<file path="config.mk">
export PLATFORM = sky130hd
export DESIGN_NAME = button_gesture_detector_flat
export DESIGN_NICKNAME = d
export VERILOG_FILES = /design/src/rtl/bgd_pkg.sv /design/src/rtl/bgd_in_if.sv /design/src/rtl/bgd_out_if.sv /design/src/rtl/bgd_cfg.sv /design/src/rtl/bgd_fsm.sv /design/src/rtl/button_gesture_detector.sv /design/src/flat_wrapper.sv
export SDC_FILE = /design/constraint.sdc
export NUM_CORES = 1
export LEC_CHECK = 0
export BUFFER_PORTS_ARGS = -buffer_cell sky130_fd_sc_hd__buf_4
export CORE_MARGIN = 4
export CORE_UTILIZATION = 45
export CTS_BUF_LIST = sky130_fd_sc_hd__clkbuf_8
export DETAILED_ROUTE_END_ITERATION = 16
export PLACE_DENSITY = 0.73
export SETUP_SLACK_MARGIN = 0.2
export SYNTH_ARGS = -nofsm -noshare
export SYNTH_HDL_FRONTEND = slang
export SYNTH_SLANG_ARGS = --single-unit
</file>
<file path="constraint.sdc">
create_clock -name clk -period 4.4 [get_ports clk]
set_input_delay 0.22 -clock clk [delete_from_list [all_inputs] [get_ports clk]]
set_output_delay 0.22 -clock clk [all_outputs]
set_load 0.01 [all_outputs]
</file>
<file path="src/rtl/bgd_pkg.sv">
// Shared types and constants of the button gesture detector.
package bgd_pkg;

  // Configuration port
  localparam int unsigned CFG_INDEX_W = 1;
  localparam int unsigned CFG_DATA_W  = 16;

  localparam logic [CFG_INDEX_W-1:0] REG_DOUBLE_WINDOW  = 1'b0;
  localparam logic [CFG_INDEX_W-1:0] REG_HOLD_THRESHOLD = 1'b1;

  localparam logic [CFG_DATA_W-1:0] DOUBLE_WINDOW_RESET  = 16'd300;
  localparam logic [CFG_DATA_W-1:0] HOLD_THRESHOLD_RESET = 16'd800;

  // Fixed field widths
  localparam int unsigned STAMP_W = 32;
  localparam int unsigned PHASE_W = 3;

  // Gesture phases; codes above PH_SECOND are never produced
  typedef enum logic [PHASE_W-1:0] {
    PH_IDLE   = 3'd0,
    PH_DOWN   = 3'd1,
    PH_HELD   = 3'd2,
    PH_WAIT   = 3'd3,
    PH_SECOND = 3'd4
  } phase_t;

  // Configuration registers as seen by the state machine
  typedef struct packed {
    logic [CFG_DATA_W-1:0] double_window;
    logic [CFG_DATA_W-1:0] hold_threshold;
  } cfg_t;

  // One input sample
  typedef struct packed {
    logic               button_level;
    logic [STAMP_W-1:0] now_ms;
    logic               clear_single;
    logic               clear_double;
    logic               clear_hold;
  } in_item_t;

  // One result
  typedef struct packed {
    logic               single_seen;
    logic               double_seen;
    logic               hold_seen;
    logic [PHASE_W-1:0] gesture_phase;
  } out_item_t;

endpackage

</file>
<file path="src/rtl/bgd_in_if.sv">
// Sample channel: valid/ready handshake with the button sample payload.
interface bgd_in_if;
  logic        valid;
  logic        ready;
  logic        button_level;
  logic [31:0] now_ms;
  logic        clear_single;
  logic        clear_double;
  logic        clear_hold;

  modport source (
    output valid, button_level, now_ms, clear_single, clear_double, clear_hold,
    input  ready
  );

  modport sink (
    input  valid, button_level, now_ms, clear_single, clear_double, clear_hold,
    output ready
  );
endinterface

</file>
<file path="src/rtl/bgd_out_if.sv">
// Result channel: valid/ready handshake with the gesture flags and phase.
interface bgd_out_if;
  logic       valid;
  logic       ready;
  logic       single_seen;
  logic       double_seen;
  logic       hold_seen;
  logic [2:0] gesture_phase;

  modport source (
    output valid, single_seen, double_seen, hold_seen, gesture_phase,
    input  ready
  );

  modport sink (
    input  valid, single_seen, double_seen, hold_seen, gesture_phase,
    output ready
  );
endinterface

</file>
<file path="src/rtl/bgd_cfg.sv">
// Configuration registers: double-press window and hold threshold.
module bgd_cfg
  import bgd_pkg::*;
(
  input  logic                   clk,
  input  logic                   rst,
  input  logic                   we,
  input  logic [CFG_INDEX_W-1:0] index,
  input  logic [CFG_DATA_W-1:0]  data,
  output cfg_t                   cfg
);

  cfg_t regs;

  // Register file, written one register per transfer
  always_ff @(posedge clk) begin
    if (rst) begin
      regs.double_window  <= DOUBLE_WINDOW_RESET;
      regs.hold_threshold <= HOLD_THRESHOLD_RESET;
    end else if (we) begin
      case (index)
        REG_DOUBLE_WINDOW:  regs.double_window  <= data;
        REG_HOLD_THRESHOLD: regs.hold_threshold <= data;
        default: ;
      endcase
    end
  end

  assign cfg = regs;

endmodule

</file>
<file path="src/rtl/bgd_fsm.sv">
// Gesture state machine: edge detection, phase, press start time and sticky flags.
module bgd_fsm
  import bgd_pkg::*;
#(
  parameter int unsigned TIME_WIDTH = 32
) (
  input  logic      clk,
  input  logic      rst,
  input  logic      step,
  input  in_item_t  item,
  input  cfg_t      cfg,
  output out_item_t res
);

  phase_t                phase;
  phase_t                phase_next;
  logic [TIME_WIDTH-1:0] press_start;
  logic [TIME_WIDTH-1:0] press_start_next;
  logic                  previous_level;
  logic                  single_flag;
  logic                  double_flag;
  logic                  hold_flag;

  logic [TIME_WIDTH-1:0] now_t;
  logic [TIME_WIDTH-1:0] elapsed;
  logic                  falling;
  logic                  rising;
  logic                  in_window;
  logic                  hold_reached;
  logic                  set_single;
  logic                  set_double;
  logic                  set_hold;
  logic                  single_now;
  logic                  double_now;
  logic                  hold_now;

  // Timestamp reduced to the time width; differences wrap
  assign now_t        = TIME_WIDTH'(item.now_ms);
  assign elapsed      = now_t - press_start;
  assign falling      = !item.button_level && previous_level;
  assign rising       = item.button_level && !previous_level;
  assign in_window    = elapsed <= TIME_WIDTH'(cfg.double_window);
  assign hold_reached = elapsed >= TIME_WIDTH'(cfg.hold_threshold);

  // Next phase and flag set conditions
  always_comb begin
    phase_next       = phase;
    press_start_next = press_start;
    set_single       = 1'b0;
    set_double       = 1'b0;
    set_hold         = 1'b0;
    case (phase)
      PH_DOWN: begin
        if (!item.button_level && hold_reached) begin
          set_hold   = 1'b1;
          phase_next = PH_HELD;
        end
        if (rising) phase_next = PH_WAIT;
      end
      PH_HELD, PH_SECOND: begin
        if (rising) phase_next = PH_IDLE;
      end
      PH_WAIT: begin
        if (falling) begin
          if (in_window) begin
            set_double = 1'b1;
            phase_next = PH_SECOND;
          end else begin
            // late second press counts as a new first press
            set_single       = 1'b1;
            press_start_next = now_t;
            phase_next       = PH_DOWN;
          end
        end else if (!in_window) begin
          set_single = 1'b1;
          phase_next = PH_IDLE;
        end
      end
      default: begin
        if (falling) begin
          press_start_next = now_t;
          phase_next       = PH_DOWN;
        end else begin
          phase_next = PH_IDLE;
        end
      end
    endcase
  end

  // Flags as reported; the clear bits act only after the report
  assign single_now = single_flag | set_single;
  assign double_now = double_flag | set_double;
  assign hold_now   = hold_flag | set_hold;

  assign res.single_seen   = single_now;
  assign res.double_seen   = double_now;
  assign res.hold_seen     = hold_now;
  assign res.gesture_phase = phase_next;

  // Phase register
  always_ff @(posedge clk) begin
    if (rst) begin
      phase <= PH_IDLE;
    end else if (step) begin
      phase <= phase_next;
    end
  end

  // Level, start time and flag registers
  always_ff @(posedge clk) begin
    if (rst) begin
      previous_level <= 1'b1;
      press_start    <= '0;
      single_flag    <= 1'b0;
      double_flag    <= 1'b0;
      hold_flag      <= 1'b0;
    end else if (step) begin
      previous_level <= item.button_level;
      press_start    <= press_start_next;
      single_flag    <= single_now & ~item.clear_single;
      double_flag    <= double_now & ~item.clear_double;
      hold_flag      <= hold_now & ~item.clear_hold;
    end
  end

  // Entering the held phase always reports the hold flag
  a_hold_entry: assert property (@(posedge clk) disable iff (rst)
    step && phase == PH_DOWN && phase_next == PH_HELD |-> res.hold_seen)
    else $error("held phase entered without hold flag");

  // Entering the second-press phase always reports the double flag
  a_double_entry: assert property (@(posedge clk) disable iff (rst)
    step && phase == PH_WAIT && phase_next == PH_SECOND |-> res.double_seen)
    else $error("second press entered without double flag");

  // State moves only when a sample is processed
  a_state_hold: assert property (@(posedge clk) disable iff (rst)
    !step |=> $stable(phase) && $stable(press_start) && $stable(previous_level))
    else $error("gesture state changed without a sample");

endmodule

</file>
<file path="src/rtl/button_gesture_detector.sv">
// Button gesture detector: top level with sample register, state machine and result register.
//
// Usage:
//   Samples arrive on in_ch (valid/ready); each carries the button level
//   (1 released, 0 pressed), a wrapping millisecond timestamp and three clear
//   bits. Every sample gives exactly one result on out_ch: the single, double
//   and hold flags after the update and the gesture phase (0 idle, 1 down,
//   2 held, 3 waiting for second press, 4 second press down). Clear bits
//   drop a flag after the result of that sample has reported it.
//   Each sample is held in the sample register and its result then in the
//   result register, which drives out_ch.
//   Throughput: one sample per cycle while out_ch does not stall; the sample
//   register and the result register each take a new transfer whenever the
//   stage downstream moves. When out_ch stalls, the result register holds,
//   one further sample waits in the sample register and in_ch.ready then drops.
//   cfg_we writes the register at cfg_index (0 double window, 1 hold
//   threshold) with cfg_data; write only while no sample is in flight.
//   Reset (rst, synchronous) empties both registers, restores the window to
//   300 ms and the threshold to 800 ms, phase idle, level released, flags
//   clear.
module button_gesture_detector
  import bgd_pkg::*;
#(
  parameter int unsigned TIME_WIDTH = 32
) (
  input  logic                   clk,
  input  logic                   rst,
  bgd_in_if.sink                 in_ch,
  bgd_out_if.source              out_ch,
  input  logic                   cfg_we,
  input  logic [CFG_INDEX_W-1:0] cfg_index,
  input  logic [CFG_DATA_W-1:0]  cfg_data
);

  cfg_t      cfg;
  in_item_t  in_item;
  logic      in_vld;
  out_item_t res;
  out_item_t out_item;
  logic      out_vld;
  logic      advance;

  bgd_cfg u_cfg (
    .clk   (clk),
    .rst   (rst),
    .we    (cfg_we),
    .index (cfg_index),
    .data  (cfg_data),
    .cfg   (cfg)
  );

  // Sample moves into the result register when that register is free or drains
  assign advance     = in_vld && (!out_vld || out_ch.ready);
  assign in_ch.ready = !in_vld || advance;

  // Sample register
  always_ff @(posedge clk) begin
    if (rst) begin
      in_vld <= 1'b0;
    end else if (in_ch.ready) begin
      in_vld <= in_ch.valid;
    end
  end

  always_ff @(posedge clk) begin
    if (in_ch.valid && in_ch.ready) begin
      in_item.button_level <= in_ch.button_level;
      in_item.now_ms       <= in_ch.now_ms;
      in_item.clear_single <= in_ch.clear_single;
      in_item.clear_double <= in_ch.clear_double;
      in_item.clear_hold   <= in_ch.clear_hold;
    end
  end

  bgd_fsm #(
    .TIME_WIDTH (TIME_WIDTH)
  ) u_fsm (
    .clk  (clk),
    .rst  (rst),
    .step (advance),
    .item (in_item),
    .cfg  (cfg),
    .res  (res)
  );

  // Result register
  always_ff @(posedge clk) begin
    if (rst) begin
      out_vld <= 1'b0;
    end else if (advance) begin
      out_vld <= 1'b1;
    end else if (out_ch.ready) begin
      out_vld <= 1'b0;
    end
  end

  always_ff @(posedge clk) begin
    if (advance) begin
      out_item <= res;
    end
  end

  assign out_ch.valid         = out_vld;
  assign out_ch.single_seen   = out_item.single_seen;
  assign out_ch.double_seen   = out_item.double_seen;
  assign out_ch.hold_seen     = out_item.hold_seen;
  assign out_ch.gesture_phase = out_item.gesture_phase;

  // A processed sample always lands in the result register
  a_advance_fills: assert property (@(posedge clk) disable iff (rst)
    advance |=> out_vld)
    else $error("processed sample produced no result");

  // A waiting sample is never dropped while the output stalls
  a_sample_kept: assert property (@(posedge clk) disable iff (rst)
    in_vld && !advance |=> in_vld)
    else $error("waiting sample lost");

  // A stalled result is not overwritten
  a_no_overwrite: assert property (@(posedge clk) disable iff (rst)
    out_vld && !out_ch.ready |-> !advance)
    else $error("stalled result overwritten");

endmodule

</file>
<file path="src/flat_wrapper.sv">
// flat-port wrapper written by rule: the top's interface ports become plain ports
module button_gesture_detector_flat import bgd_pkg::*;
#(
  parameter int unsigned TIME_WIDTH = 32
)
  (clk, rst, cfg_we, cfg_index, cfg_data, in_ch_valid, in_ch_button_level, in_ch_now_ms, in_ch_clear_single, in_ch_clear_double, in_ch_clear_hold, in_ch_ready, out_ch_valid, out_ch_single_seen, out_ch_double_seen, out_ch_hold_seen, out_ch_gesture_phase, out_ch_ready);
  bgd_in_if in_ch_i ();
  bgd_out_if out_ch_i ();
  input  logic clk;
  input  logic rst;
  input  logic cfg_we;
  input  logic [CFG_INDEX_W-1:0] cfg_index;
  input  logic [CFG_DATA_W-1:0] cfg_data;
  input wire logic [$bits(in_ch_i.valid)-1:0] in_ch_valid;
  input wire logic [$bits(in_ch_i.button_level)-1:0] in_ch_button_level;
  input wire logic [$bits(in_ch_i.now_ms)-1:0] in_ch_now_ms;
  input wire logic [$bits(in_ch_i.clear_single)-1:0] in_ch_clear_single;
  input wire logic [$bits(in_ch_i.clear_double)-1:0] in_ch_clear_double;
  input wire logic [$bits(in_ch_i.clear_hold)-1:0] in_ch_clear_hold;
  output wire logic [$bits(in_ch_i.ready)-1:0] in_ch_ready;
  output wire logic [$bits(out_ch_i.valid)-1:0] out_ch_valid;
  output wire logic [$bits(out_ch_i.single_seen)-1:0] out_ch_single_seen;
  output wire logic [$bits(out_ch_i.double_seen)-1:0] out_ch_double_seen;
  output wire logic [$bits(out_ch_i.hold_seen)-1:0] out_ch_hold_seen;
  output wire logic [$bits(out_ch_i.gesture_phase)-1:0] out_ch_gesture_phase;
  input wire logic [$bits(out_ch_i.ready)-1:0] out_ch_ready;
  assign in_ch_i.valid = in_ch_valid;
  assign in_ch_i.button_level = in_ch_button_level;
  assign in_ch_i.now_ms = in_ch_now_ms;
  assign in_ch_i.clear_single = in_ch_clear_single;
  assign in_ch_i.clear_double = in_ch_clear_double;
  assign in_ch_i.clear_hold = in_ch_clear_hold;
  assign in_ch_ready = in_ch_i.ready;
  assign out_ch_valid = out_ch_i.valid;
  assign out_ch_single_seen = out_ch_i.single_seen;
  assign out_ch_double_seen = out_ch_i.double_seen;
  assign out_ch_hold_seen = out_ch_i.hold_seen;
  assign out_ch_gesture_phase = out_ch_i.gesture_phase;
  assign out_ch_i.ready = out_ch_ready;
  button_gesture_detector #(.TIME_WIDTH(TIME_WIDTH)) u_core (.clk(clk), .rst(rst), .in_ch(in_ch_i), .out_ch(out_ch_i), .cfg_we(cfg_we), .cfg_index(cfg_index), .cfg_data(cfg_data));
endmodule
</file>
==> out/metrics.csv, run 1 <==
metric;value;unit
worstHoldStart;cfg_data[0];
fmax;248;MHz
grt_use_total;19.9;%
dp_hpwl;12.2;mm
crit_slowest_cell;or4_4;
antenna_found_initial;0;
core;0.0152;mm^2
ant_nets;0;
fin_util;56.5;%
die_h;133;um
crit_chain;ha_2 -> o211ai_1 -> a21oi_1 -> o21ai_0 -> o21ai_0 -> xor2_1 -> ha_1 -> a21o_1 -> a21o_1 -> a21oi_1 -> nor2_1 -> a211oi_2 -> a21oi_2 -> or4_4 -> buf_12 -> nand4_1 -> a21oi_1;
holdPathEnd;u_core.u_cfg.cfg[0]$_SDFFE_PP0P_;
diodes;0;
slew-limit-headroom;39.1;%
syn_area_per_cell;8.66;um^2
power.internal;0.00206;W
fp.dieW;133;um
synthAdderAreaFrac;11.6;%
synth_top_cell_area_share;20.9;%
synth_area;0.00699;mm^2
synth_area_leaders;dfxtp_1 21%, edfxtp_1 18%, ha_1 11%, a21oi_1 7.4%, nand2_1 5.2%;
grt_pass1_vias;5776;
vias_per_cell;5.65;
cts_buffers;17;
grt_pass1_wl;28.9;mm
critPathMaxStageDelay;0.55;ns
cts.sinks;115;
synth_top_family_by_area;compound AO/OA/AOI/OAI gates;
crit_arrival;4.32;ns
p_leak;3.29;nW
yosysTopAreaCell;dfxtp_1;
synth_cell_types;58;
synth-edff-count;42;
required;4.69;ns
yosysMostFrequentCell;a21oi_1;
synth-seq-cells;115;
ys_top_cells_by_count;104 x a21oi_1, 96 x nand2_1, 73 x dfxtp_1;
drive_above_1_share;14.3;%
drc;0;
fin_crit;4.03;ns
ys_seq_area_share;39.0;%
critPathLaunchType;flop;
cts_tree;yes;
p_sw_share;29.2;%
drt_first_pass_iters;6;
reg2reg_to;u_core.u_fsm.press_start[19]$_SDFFE_PP0P_;
ir_drop;0.257;mV
synth_compound_area_share;22.3;%
power_frac_clock;36.5;%
synth-simple-area-share;17.3;%
drv_cap;0;
fin_worst_skew;0.0178;ns
rsz0062_at_grt;no;
crit_top_cell;a21oi_1;
synth.net_count;929;
htree_levels;4;
synthCells;807;
slew_viol_final;0;
grt_max_degree;74;
crit_family;compound AO/OA/AOI/OAI gates;
switching_power;0.000849;W
drt_iter0_drc;505;
setup_viol;0;
setup_tns;0;ns
cts_root_buf;clkbuf_8;
path_clk_slew;0.07;ns
nNetsFinal;1025;
start_util;46.0;%
min_path_cells;3;
critical_path_buf_inv_count;1;
cts_buffer_depth;2;
status;finished clean;
synthToLayoutAreaGrowth;22.9;%
muxShareOfSynthArea;0.287;%
hp-class;in -> reg;
ios;66;
combinationalPowerShare;22.7;%
cp-end-kind;flop;
vias;6234;
synth_async_sr_flop_share;0;%
post_drt_wl_per_cell;16.0;um
die-area;0.0176;mm^2
yosysWarnings;0;
clock_latency;0.45;ns
routabilityCongestion;0.912;
worst_slew_pin_slew;0.914;ns
std_cell_rows;45;
hold_violations;0;
reg2reg_depth;17;
grt_remaining_overflow;0;
reg2reg_from;u_core.in_item[6]$_DFFE_PP_;
worst-path-max-fanout;21;
powerDensity;339;mW/mm^2
rrSetupSlack;0.37;ns
io_buffers;65;
min_period_over_period;91.7;%
synth_ff_type;dfxtp_1;
pwr-share-seq;40.8;%
crit_type;reg -> reg;
synth_xor_area_share;3.01;%
drt_wl_total;17.6;mm
## flip-flops by register name, indices dropped and copies added, names as in the netlist
name,cells
u_core.u_fsm.single_flag,1
u_core.u_fsm.double_flag,1
u_core.u_cfg.cfg,32
u_core.in_item,36
u_core.u_fsm.previous_level,1
u_core.u_fsm.press_start,32
u_core.out_ch.gesture_phase,3
u_core.out_ch.single_seen,1
u_core.u_fsm.hold_flag,1
u_core.out_ch.double_seen,1
u_core.out_ch.hold_seen,1
u_core.u_fsm.phase,3
u_core.out_ch.valid,1
u_core.in_vld,1
## cells by family (layout without fill, tap and decap cells)
kind of cell,count (synthesis),count (layout)
mux,2,2
simple gates,240,240
buf+inv,114,223
compound gates,248,248
xor+xnor,24,24
fa+ha+maj,64,64
flops,115,115
## what timing repair did
action                                  4_1_cts  5_1_grt
endpoints found under the hold margin        44        0
gates cloned                                  0        1
gates resized for setup                       4       13
hold buffers                                 42        0
setup buffers                                 1        2
pin swaps                                     1        9
endpoints found under the setup margin       38       41
## power groups by stage
stage / Clock (W) / Combinational [W] / Sequential, W
floorplan: 0 / 0.000422 / 0.00120
global placement: 0 / 0.000592 / 0.00121
detailed placement: 0 / 0.000597 / 0.00121
CTS: 0.00108 / 0.000636 / 0.00119
global route: 0.00112 / 0.000740 / 0.00119
finish: 0.00106 / 0.000659 / 0.00119
## through the flow
stage | hold WS (ns) | instances | instance area [um^2] | power [W] | setup WS (ns)
finish | 0.0319 | 1104 | 8580 | 0.00291 | 0.366
floorplan | 0.319 | 807 | 6990 | 0.00162 | 0.446
detailed placement | 0.399 | 1026 | 7630 | 0.00181 | 0.0491
global route | 0.00881 | 1104 | 8580 | 0.00306 | 0.154
CTS | 0.00634 | 1101 | 8500 | 0.00290 | 0.214
global placement | 0.398 | 1026 | 7630 | 0.00180 | 0.160
## worst register-to-register path, stage by stage (launching register included)
cell and delay (ns):
edfxtp_1 0.42, ha_2 0.40, o211ai_1 0.10, a21oi_1 0.22, o21ai_0 0.17, o21ai_0 0.21, xor2_1 0.26, ha_1 0.30
a21o_1 0.18, a21o_1 0.18, a21oi_1 0.14, nor2_1 0.07, a211oi_2 0.19, a21oi_2 0.12, or4_4 0.55, buf_12 0.19
nand4_1 0.10, a21oi_1 0.07
## cell usage in the layout, fill, tap and decap left out, drive strengths merged, types with 12 or more instances in the layout
cell / Yosys / layout
a21oi: 106 / 106
nand2: 96 / 96
buf: 11 / 78
dfxtp: 73 / 73
inv: 69 / 72
ha: 63 / 63
nand4: 44 / 44
dlygate4sd3: 0 / 42
edfxtp: 42 / 42
o31ai: 32 / 32
nor2: 32 / 32
o21ai: 31 / 31
clkbuf: 33 / 19
xnor2: 14 / 14
nand2b: 13 / 13
o21a: 12 / 12
## area by class of cell
cell class | count | area (um^2)
Fill cell | 1334 | 6620
Multi-Input combinational cell | 578 | 3880
Sequential cell | 115 | 2720
Timing Repair Buffer | 121 | 1060
Inverter | 70 | 263
Clock buffer | 18 | 248
Tap cell | 188 | 235
Clock inverter | 14 | 171
## per-layer routing
layer,share of wire [%],GRT usage [%],up-vias
met5,0,0,-
met2,46,31.0,181
met1,48,28.1,2909
met4,0.98,5.43,0
met3,5.0,4.22,12
li1,-,-,3132
## worst max-delay path by stage
stage	to	slack, ns	depth (start not counted)	startpoint
after floorplan	u_core.out_ch.gesture_phase[0]$_DFFE_PP_	0.45	20	u_core.in_item[3]$_DFFE_PP_
after global placement	u_core.u_fsm.press_start[0]$_SDFFE_PP0P_	0.16	19	u_core.in_item[3]$_DFFE_PP_
after detailed placement	u_core.u_fsm.press_start[4]$_SDFFE_PP0P_	0.05	19	u_core.in_item[3]$_DFFE_PP_
after CTS	u_core.u_fsm.press_start[2]$_SDFFE_PP0P_	0.21	19	u_core.in_item[3]$_DFFE_PP_
after global routing	u_core.u_fsm.press_start[24]$_SDFFE_PP0P_	0.15	19	u_core.in_item[3]$_DFFE_PP_
final	u_core.u_fsm.press_start[19]$_SDFFE_PP0P_	0.37	17	u_core.in_item[6]$_DFFE_PP_
Note: power is estimated with default switching activity, not from simulation.
==> run 2: changes to the inputs <==
Settings changed: ABC_AREA set to 1, SKIP_LAST_GASP set to 1.
==> out/metrics.csv, run 2 <==
metric;value;unit
syn_area_per_cell;7.08;um^2
std_cell_rows;47;
powerDensity;344;mW/mm^2
setup_tns;0;ns
hp-class;in -> reg;
power_frac_clock;35.5;%
cts_tree;yes;
critPathMaxStageDelay;0.42;ns
crit_chain;ha_1 -> nand2_1 -> nor2_1 -> nand2_1 -> nand2_1 -> inv_1 -> nand2_1 -> xor2_1 -> ha_1 -> nand2_1 -> inv_1 -> nand3_1 -> nor3_1 -> nand2_1 -> nand4_1 -> nand2_1 -> nand3_2 -> nand2_4 -> buf_12 -> o21ai_1 -> a21oi_2;
core;0.0165;mm^2
synth-seq-cells;115;
yosysTopAreaCell;dfxtp_1;
start_util;45.8;%
path_clk_slew;0.07;ns
min_path_cells;3;
cts.sinks;115;
drt_first_pass_iters;5;
ant_nets;0;
p_sw_share;30.9;%
combinationalPowerShare;26.5;%
drt_iter0_drc;459;
grt_max_degree;71;
dp_hpwl;14.0;mm
htree_levels;4;
synth_async_sr_flop_share;0;%
fin_crit;3.87;ns
power.internal;0.00216;W
vias;6880;
cts_buffers;17;
antenna_found_initial;0;
crit_family;simple AND/OR/NAND/NOR gates;
drv_cap;0;
top_register;u_core.in_item;
ios;66;
grt_use_total;20.4;%
cp-end-kind;flop;
diodes;0;
grt_pass1_wl;30.1;mm
yosysMostFrequentCell;nand2_1;
layout_common_cells;308 x nand2_1, 208 x inv_1, 73 x dfxtp_1;
pwr-share-seq;38.0;%
p_leak;4.44;nW
grt_pass1_vias;6462;
placed_area;0.00823;mm^2
slew_viol_final;0;
min_period_over_period;87.9;%
hold_violations;0;
synth_area_leaders;dfxtp_1 19%, edfxtp_1 17%, nand2_1 15%, ha_1 10%, inv_1 10%;
multi_input_area;0.00391;mm^2
ys_seq_area_share;36.1;%
routabilityCongestion;0.960;
fillCellCount;1627;
synth_ff_type;dfxtp_1;
worst-path-max-fanout;38;
reg2reg_depth;21;
worst_slew_pin_slew;0.851;ns
grt_remaining_overflow;0;
yosysWarnings;0;
post_cts_resized;0;
required;4.78;ns
drt_wl_total;18.2;mm
die-area;0.0189;mm^2
ir_drop;0.220;mV
final_common_cell;nand2_1;
synthToLayoutAreaGrowth;20.7;%
crit_slowest_cell;edfxtp_1;
cts_root_buf;clkbuf_8;
reg2reg_to;u_core.u_fsm.press_start[22]$_SDFFE_PP0P_;
crit_top_cell;nand2_1;
synth_top_cell_area_share;19.4;%
clock_latency;0.45;ns
fmax;259;MHz
critical_path_buf_inv_count;3;
crit_arrival;4.25;ns
synth_area;0.00753;mm^2
crit_type;reg -> reg;
slew-limit-headroom;43.1;%
fp.dieW;137;um
status;finished clean;
cts_buffer_depth;2;
rrSetupSlack;0.53;ns
fin_worst_skew;0.0137;ns
synth.net_count;1186;
rsz0062_at_grt;no;
finish.instance_area;0.00910;mm^2
ys_top_cells_by_count;308 x nand2_1, 205 x inv_1, 73 x dfxtp_1;
vias_per_cell;4.88;
largest_register_ffs;36;
setup_viol;0;
die_h;137;um
drc;0;
ff_latch_area;0.00272;mm^2
switching_power;0.000967;W
synth-edff-count;42;
synthCells;1064;
nNetsFinal;1298;
critPathLaunchType;flop;
holdPathEnd;u_core.u_cfg.cfg[16]$_SDFFE_PP0P_;
io_buffers;65;
drive_above_1_share;12.5;%
synth_cell_types;39;
worstHoldStart;cfg_data[0];
reg2reg_from;u_core.in_item[14]$_DFFE_PP_;
post_drt_wl_per_cell;12.9;um
run 2: cell count changes in the layout (fill, tap and decap cells not counted), moves of 11 or more:
cell	previous run	this run
a21o_1	11	0
o31ai_1	32	0
inv_1	72	208
nand2_1	96	308
nand2b_1	13	0
nor2_1	31	59
a21oi_1	102	66
nand4_1	43	16
o21ai_1	10	30
a21oi_2	4	25
o21ai_0	21	37
xnor2_1	14	1
nand3_1	8	42
run 2: cell families (layout without fill, tap and decap cells):
group,Yosys count,count (layout),synth area share (%)
and+or+nand+nor,463,463,25.8
buffers and inverters,231,356,12.0
AOI/OAI and AO/OA,176,176,13.6
DFF,115,115,36.1
adders and majority gates,64,64,10.7
xor gates and xnor gates,15,15,1.74
run 2: power groups by stage:
| stage | clock, W | combinational [W] | sequential, W |
|---|---|---|---|
| 5_1_grt | 0.00118 | 0.000955 | 0.00120 |
| 2_1_floorplan | 0 | 0.000583 | 0.00121 |
| 3_3_place_gp | 0 | 0.000778 | 0.00121 |
| 4_1_cts | 0.00114 | 0.000829 | 0.00119 |
| 6_report | 0.00111 | 0.000829 | 0.00119 |
| 3_5_place_dp | 0 | 0.000794 | 0.00121 |
run 2: how the worst max path moves through the flow:
stage	start	endpoint	slack [ns]	cells after the start
2_1_floorplan	u_core.in_item[3]$_DFFE_PP_	u_core.u_fsm.press_start[1]$_SDFFE_PP0P_	1.51	22
3_3_place_gp	u_core.in_item[13]$_DFFE_PP_	u_core.u_fsm.press_start[25]$_SDFFE_PP0P_	0.69	21
4_1_cts	u_core.in_item[14]$_DFFE_PP_	u_core.u_fsm.press_start[22]$_SDFFE_PP0P_	0.55	21
5_1_grt	u_core.in_item[14]$_DFFE_PP_	u_core.u_fsm.press_start[22]$_SDFFE_PP0P_	0.21	21
3_5_place_dp	u_core.in_item[13]$_DFFE_PP_	u_core.u_fsm.press_start[21]$_SDFFE_PP0P_	0.62	21
6_report	u_core.in_item[14]$_DFFE_PP_	u_core.u_fsm.press_start[22]$_SDFFE_PP0P_	0.53	21
run 2: metal layers:
metal	global-route usage, %	up-vias	wire length, um
met5	0	-	0
met3	4.38	37	754
met1	25.8	3085	8290
met4	8.04	0	527
met2	33.9	140	8650
li1	-	3618	-
run 2: through the flow:
stage,std cells,utilization (%),setup WS (ns),hold slack (ns),total power (W)
after global routing,1409,55.2,0.207,0.0302,0.00333
after global placement,1335,50.0,0.695,0.398,0.00199
after detailed placement,1335,50.0,0.615,0.399,0.00201
final,1409,55.2,0.532,0.0221,0.00313
after floorplan,1064,-,1.51,0.289,0.00179
after CTS,1409,55.2,0.546,0.00170,0.00316
run 2: worst register-to-register path, cell delays in order, from the launching register on:
cell and delay [ns]:
edfxtp_1 0.42, ha_1 0.39, nand2_1 0.15, nor2_1 0.34, nand2_1 0.10, nand2_1 0.08
inv_1 0.04, nand2_1 0.15, xor2_1 0.32, ha_1 0.30, nand2_1 0.06, inv_1 0.06
nand3_1 0.06, nor3_1 0.06, nand2_1 0.07, nand4_1 0.07, nand2_1 0.15, nand3_2 0.11
nand2_4 0.31, buf_12 0.28, o21ai_1 0.13, a21oi_2 0.15
run 2: final cells by class:
cell class | count | share of cell area, %
Tap cell | 220 | 3.03
Clock buffer | 18 | 2.72
Multi-Input combinational cell | 718 | 43.0
Timing Repair Buffer | 110 | 10.4
Inverter | 214 | 8.83
Sequential cell | 115 | 29.9
Clock inverter | 14 | 2.15
run 2: what timing repair did:
item	in CTS	in global routing
setup buffers	0	0
endpoints found under the hold margin	44	0
hold buffers	42	0
